<file path="config.mk">
export PLATFORM = sky130hd
export DESIGN_NAME = sm64_queue
export DESIGN_NICKNAME = d
export VERILOG_FILES = /design/src/hw/rtl/sm64_pkg.sv /design/src/hw/rtl/sm64_queue.sv
export VERILOG_INCLUDE_DIRS = /design/src /design/src/hw/rtl
export SDC_FILE = /design/constraint.sdc
export NUM_CORES = 1
export LEC_CHECK = 0
export BUFFER_PORTS_ARGS = -buffer_cell sky130_fd_sc_hd__buf_2
export CAP_MARGIN = 20
export CORE_MARGIN = 4
export CORE_UTILIZATION = 45
export CTS_CLUSTER_SIZE = 16
export DETAILED_ROUTE_END_ITERATION = 16
export PLACE_DENSITY = 0.73
export SETUP_SLACK_MARGIN = 0.02
export SYNTH_ARGS = -nofsm -noshare
export SYNTH_HDL_FRONTEND = slang
export SYNTH_SLANG_ARGS = --single-unit
</file>
<file path="constraint.sdc">
create_clock -name clk -period 1.88 [get_ports clk]
set_input_delay 0.376 -clock clk [delete_from_list [all_inputs] [get_ports clk]]
set_output_delay 0.376 -clock clk [all_outputs]
set_load 0.01 [all_outputs]
</file>
<file path="src/hw/rtl/splitmix64_random_source_core_assert.svh">
// Assertion macros shared by the splitmix64 random source RTL.
// Expects signals named clk and rst_n in the including module.
`ifndef SPLITMIX64_RANDOM_SOURCE_CORE_ASSERT_SVH
`define SPLITMIX64_RANDOM_SOURCE_CORE_ASSERT_SVH

// Property checked on every clock edge outside reset
`define SM64_ASSERT(lbl, prop, msg) \
  lbl: assert property (@(posedge clk) disable iff (!rst_n) (prop)) else $error(msg);

// Same-cycle implication
`define SM64_ASSERT_IMPLY(lbl, ante, cons, msg) \
  `SM64_ASSERT(lbl, (ante) |-> (cons), msg)

// Next-cycle implication
`define SM64_ASSERT_NEXT(lbl, ante, cons, msg) \
  `SM64_ASSERT(lbl, (ante) |=> (cons), msg)

`endif

</file>
<file path="src/hw/rtl/sm64_pkg.sv">
// Shared constants and types for the splitmix64 random source.
// No dependencies; imported by the interfaces and every module.
`timescale 1ns / 1ps

package sm64_pkg;

  // Field widths
  localparam int FUNC_W    = 2;
  localparam int BOUND_W   = 32;
  localparam int SEED_W    = 32;
  localparam int FRAC_BITS = 53;
  localparam int VALUE_W   = FRAC_BITS;
  localparam int STATE_W   = 64;
  localparam int MUL_W     = 32;

  // Mixing constants
  localparam logic [STATE_W-1:0] SM_INC      = 64'h9E37_79B9_7F4A_7C15;
  localparam logic [STATE_W-1:0] SM_FACTOR_A = 64'hBF58_476D_1CE4_E5B9;
  localparam logic [STATE_W-1:0] SM_FACTOR_B = 64'h94D0_49BB_1331_11EB;
  localparam int SM_SHIFT_A = 30;
  localparam int SM_SHIFT_B = 27;
  localparam int SM_SHIFT_C = 31;

  // Request codes on the input channel
  localparam logic [FUNC_W-1:0] FUNC_RESEED = 2'd0;
  localparam logic [FUNC_W-1:0] FUNC_FRAC   = 2'd1;
  localparam logic [FUNC_W-1:0] FUNC_INT    = 2'd2;

  // Command queue between front and back
  localparam int QUEUE_DEPTH = 2;
  localparam int QPTR_W      = 1;
  localparam int QCNT_W      = 2;

  // Classified operation
  typedef enum logic [1:0] {
    OP_RESEED,
    OP_FRAC,
    OP_INT,
    OP_NOP
  } op_t;

  typedef struct packed {
    op_t                op;
    logic               err;
    logic [BOUND_W-1:0] bound;
  } cmd_t;

endpackage

</file>
<file path="src/hw/rtl/sm64_queue.sv">
// Short command queue decoupling the front end from the execution unit.
// Depends on sm64_pkg and the assertion macro header.
`timescale 1ns / 1ps
`include "splitmix64_random_source_core_assert.svh"

module sm64_queue
  import sm64_pkg::*;
(
  input  logic clk,
  input  logic rst_n,
  input  logic push_valid,
  output logic push_ready,
  input  cmd_t push_cmd,
  output logic pop_valid,
  input  logic pop_ready,
  output cmd_t pop_cmd
);

  cmd_t              slot_r [QUEUE_DEPTH];
  logic [QPTR_W-1:0] wr_ptr_r;
  logic [QPTR_W-1:0] rd_ptr_r;
  logic [QCNT_W-1:0] cnt_r;
  logic              do_push;
  logic              do_pop;

  assign push_ready = (cnt_r != QCNT_W'(QUEUE_DEPTH));
  assign pop_valid  = (cnt_r != '0);
  assign pop_cmd    = slot_r[rd_ptr_r];
  assign do_push    = push_valid && push_ready;
  assign do_pop     = pop_valid && pop_ready;

  // Advance pointers and occupancy
  always_ff @(posedge clk) begin
    if (!rst_n) begin
      wr_ptr_r <= '0;
      rd_ptr_r <= '0;
      cnt_r    <= '0;
    end else begin
      if (do_push) wr_ptr_r <= wr_ptr_r + 1'b1;
      if (do_pop)  rd_ptr_r <= rd_ptr_r + 1'b1;
      if (do_push && !do_pop)      cnt_r <= cnt_r + 1'b1;
      else if (do_pop && !do_push) cnt_r <= cnt_r - 1'b1;
    end
  end

  // Store pushed commands
  always_ff @(posedge clk) begin
    if (do_push) begin
      slot_r[wr_ptr_r] <= push_cmd;
    end
  end

  `SM64_ASSERT(a_queue_no_overflow, cnt_r <= QCNT_W'(QUEUE_DEPTH), "queue occupancy beyond depth")

endmodule

</file>
# Word level (Yosys, flattened, before mapping)
# Memory sizes are Yosys's and may differ from the RTL's. A register that Yosys moved wholly into a read port is not among the register bits.
# Index checks and enable logic that the tools add are counted.
[totals]
regBits = 4
ram_bits = 70
memories = 1
[classes]
addsub = 4
eq_ne = 1
mux = 6
n_reduce_logical = 8
[memory_table]
columns = ["memory", "words", "word_bits", "read_ports", "rd_clocked_by_memory_dff", "wr", "line_no", "text"]
rows = [
  ["slot_r", 2, 35, 1, 1, 1, "sm64_queue.sv:19", "cmd_t slot_r [QUEUE_DEPTH];"],
]
[op_table]
columns = ["operator", "n"]
rows = [
  ["$logic_and A1 B1 Y1", 4],
  ["$mux W1", 4],
  ["$mux W2", 2],
  ["$reduce_bool A2 Y1", 2],
  ["$add A1 B1 Y1 const B", 2],
  ["$add A2 B1 Y2 const B", 1],
  ["$logic_not A1 Y1", 2],
  ["$ne A2 B2 Y1 const B", 1],
  ["$sub A2 B1 Y2 const B", 1],
]

# Depth between registers and ports, before layout
[depth]
ltp_word = 6
depth_mapped = 6
ltp_nobuf = 6

# Worst setup path after synthesis
# OpenSTA, ideal clock, no wires.
[synth_path]
path_type = "reg2reg"
from = "reg cnt_r[0]"
to = "mem slot_r[1][0] (netlist bit) (enable)"
t_arrival_ps = 1476
setup_slack_ps = 9
path_stages_with_launch = 3
path_buffers = 0
cell_sequence = "dfxtp_1 nand2b_4 and3_1"
[synth_via]
elab_chain_cells = 4
[synth_lines]
columns = ["item", "line_no", "text"]
rows = [
  ["start, declared", "sm64_queue.sv:22", "logic [QCNT_W-1:0] cnt_r;"],
  ["start signal, assigned", "sm64_queue.sv:41", "if (do_push && !do_pop) cnt_r <= cnt_r + 1'b1;"],
  ["start signal, assigned", "sm64_queue.sv:42", "else if (do_pop && !do_push) cnt_r <= cnt_r - 1'b1;"],
  ["$ne A2 B2 Y1", "sm64_queue.sv:26", "assign push_ready = (cnt_r != QCNT_W'(QUEUE_DEPTH));"],
  ["via push_ready", "sm64_queue.sv:12", "output logic push_ready,"],
  ["$logic_and A1 B1 Y1", "sm64_queue.sv:29", "assign do_push = push_valid && push_ready;"],
  ["$mux W1", "sm64_queue.sv:48", "if (do_push) begin"],
  ["$mux W1 (not written as such)", "sm64_queue.sv:49", "slot_r[wr_ptr_r] <= push_cmd;"],
  ["end, declared", "sm64_queue.sv:19", ""],
]
# The timed path passes the listed nets, and every way through them passes these cells.

==> flow_summary.json <==
{
  "outcome": "completed",
  "worstMarginPinSlew_ns": 0.3280,
  "root_buffer": "clkbuf_8",
  "maxSlewViolCount": 0,
  "min_period_over_period_pct": 94.89,
  "drc": 0,
  "path_max_fanout": 25,
  "ys_ff_latch": 75,
  "layout-drive-gt1-share_pct": 59.29,
  "grt_pass1_vias": 1564,
  "place_area_um2": 3267,
  "clk_pin_slew_ns": 0.08,
  "worst_ep_required_time_ns": 1.50,
  "hold_viol_final": 0,
  "fin_skew_ns": 0.007013,
  "dr.pass1.iters": 3,
  "stdcell_area_um2": 3451,
  "grt_setup_unrepaired": "true",
  "cts_sinks": 75,
  "clock_latency_ns": 0.33,
  "synth_cell_types": 19,
  "ff2ff_setup_slack_ns": 0.31,
  "track_usage_pct": 13.32,
  "maxCapViolCount": 0,
  "area_growth_pct": 25.08,
  "syn-mean-instance-area_um2": 20.74,
  "fp.dieW_um": 86.30,
  "async_flop_share_pct": 0,
  "drt_iter0_drc": 67,
  "tns_ns": 0,
  "dp_cells": 285,
  "synthTopCellsByCount": "edfxtp_1, mux2_2, dfxtp_1",
  "gp_congestion": 0.6936,
  "core.rowCount": 28,
  "worstPathArrival_ns": 1.41,
  "hp-class": "in2reg",
  "synth_most_common_cell": "edfxtp_1",
  "cts_tree": "yes",
  "synth_nets": 173,
  "yosysTopAreaCell": "edfxtp_1",
  "antenna_found_initial": 0,
  "syn_inst": 133,
  "nets": 261,
  "layout_min_cycle_time_ns": 1.784,
  "globalRouteOverflowTotal": 0,
  "synth_top_area_share_pct": 76.19,
  "core_um2": 5921,
  "die_area_um2": 7448,
  "dieHeight_um": 86.30,
  "cp-start-kind": "flip-flop",
  "wl_per_cell_um": 15.71,
  "grt_pass1_wl_mm": 7.293,
  "setup_violations": 0,
  "final_cell_count_no_fill": 301,
  "leakage_nw": 1.308,
  "cts_buffer_depth": 2,
  "max_clock_freq_mhz": 560.6,
  "ys_top_cells_by_area": "edfxtp_1, mux2_2, dfxtp_1, and2_1, buf_2",
  "worstSetupPathType": "reg2out",
  "slew_headroom_pct": 78.13,
  "initial_core_util_pct": 46.60,
  "powerDensity_nw_per_um2": 1300,
  "grt_start_max_net_pins": 26,
  "ys.flop_type": "edfxtp_1",
  "diodes": 0,
  "syn_area_um2": 2759,
  "wirelength_mm": 4.729,
  "io_pins": 76,
  "synth_edf_count": 70,
  "hpwl_mm": 3.290,
  "postRouteAntennaNets": 0,
  "h-tree-depth": 3,
  "power_w": 0.004485,
  "cp-end-kind": "output port",
  "io_buffers": 75,
  "cts_buffers": 9,
  "via_per_inst": 4.847,
  "vias": 1459,
  "ir_drop_v": 0.0007461,
  "yosysWarnings": 0,
  "yosysSeqAreaShare_pct": 79.82
}
state kept, by name, indices dropped and copies added, names as in the netlist, named ones only:
name	count
slot_r	70
rd_ptr_r	1
wr_ptr_r	1
cnt_r	2
per-layer routing:
metal  track usage, %  up-vias  wire (um)
met3            3.327        9        250
met4            8.074        0         87
met2            22.92       43       2549
met1            14.88      715       1842
li1                 -      692          -
met5                0        -          0
cell families after synthesis:
logic type               Yosys count  share of synthesized area [%]
AO/OA/AOI/OAI                      5                          1.270
XOR/XNOR                           3                         0.9526
adder cells (fa/ha/maj)            1                         0.4534
buffers and inverters              5                         0.8616
flip-flops                        75                          79.82
multiplexers                      35                          14.29
AND/OR/NAND/NOR                    9                          2.359
metrics by stage:
stage	utilization [%]	hold slack [ns]	setup slack [ns]
4_1_cts	58.28	0.2104	0.05847
2_1_floorplan	-	0.4749	0.1386
3_3_place_gp	55.18	0.5332	0.3643
3_5_place_dp	55.18	0.5519	0.3082
6_report	58.28	0.2268	0.09607
5_1_grt	58.28	0.2007	0.008766
timing repair:
| action | 4_1_cts | 5_1_grt |
|---|---|---|
| setup endpoints to repair | 0 | 4 |
| hold endpoints to repair | 0 | 0 |
| setup buffers | 0 | 0 |
| hold buffers | 0 | 0 |
| resized for setup | 0 | 0 |
cell usage in the layout, fill, tap and decap left out, types with 2 or more instances in the layout:
| master | count |
|---|---|
| clkbuf_8 | 9 |
| xnor2_1 | 2 |
| clkinv_2 | 3 |
| mux2_2 | 35 |
| and2_1 | 4 |
| buf_2 | 75 |
| dfxtp_1 | 5 |
| buf_4 | 5 |
| edfxtp_1 | 70 |
critical path, stage by stage, from the launching register on:
cell and delay [ns]:
dfxtp_1 0.37, buf_12 0.19, mux2_2 0.36, buf_2 0.14
report_power, final:
group | total [W] | switching [W] | internal (W)
Combinational | 0.00118 | 0.000585 | 0.000596
Clock | 0.00114 | 0.000537 | 0.000602
Sequential | 0.00216 | 0.0000758 | 0.00209
cell type report:
| type | count | area, um2 |
|---|---|---|
| flip-flops and latches | 75 | 2202 |
| clock inverters | 6 | 56.30 |
| inverters | 1 | 3.754 |
| multi-input cells | 53 | 534.3 |
| fillers | 484 | 2470 |
| clock buffers | 10 | 127.6 |
| well taps | 75 | 93.84 |
| repair buffers | 81 | 432.9 |
worst paths after layout:
check	start	end	cells past startpoint
worst min-delay path	push_cmd[12]	slot_r[0][12]	1
worst min register to register	cnt_r[1]	cnt_r[1]	2
worst max register to register	cnt_r[0]	cnt_r[1]	5
worst max-delay path	flip-flop	pop_cmd[30]	3
(Power assumes the default switching activity.)
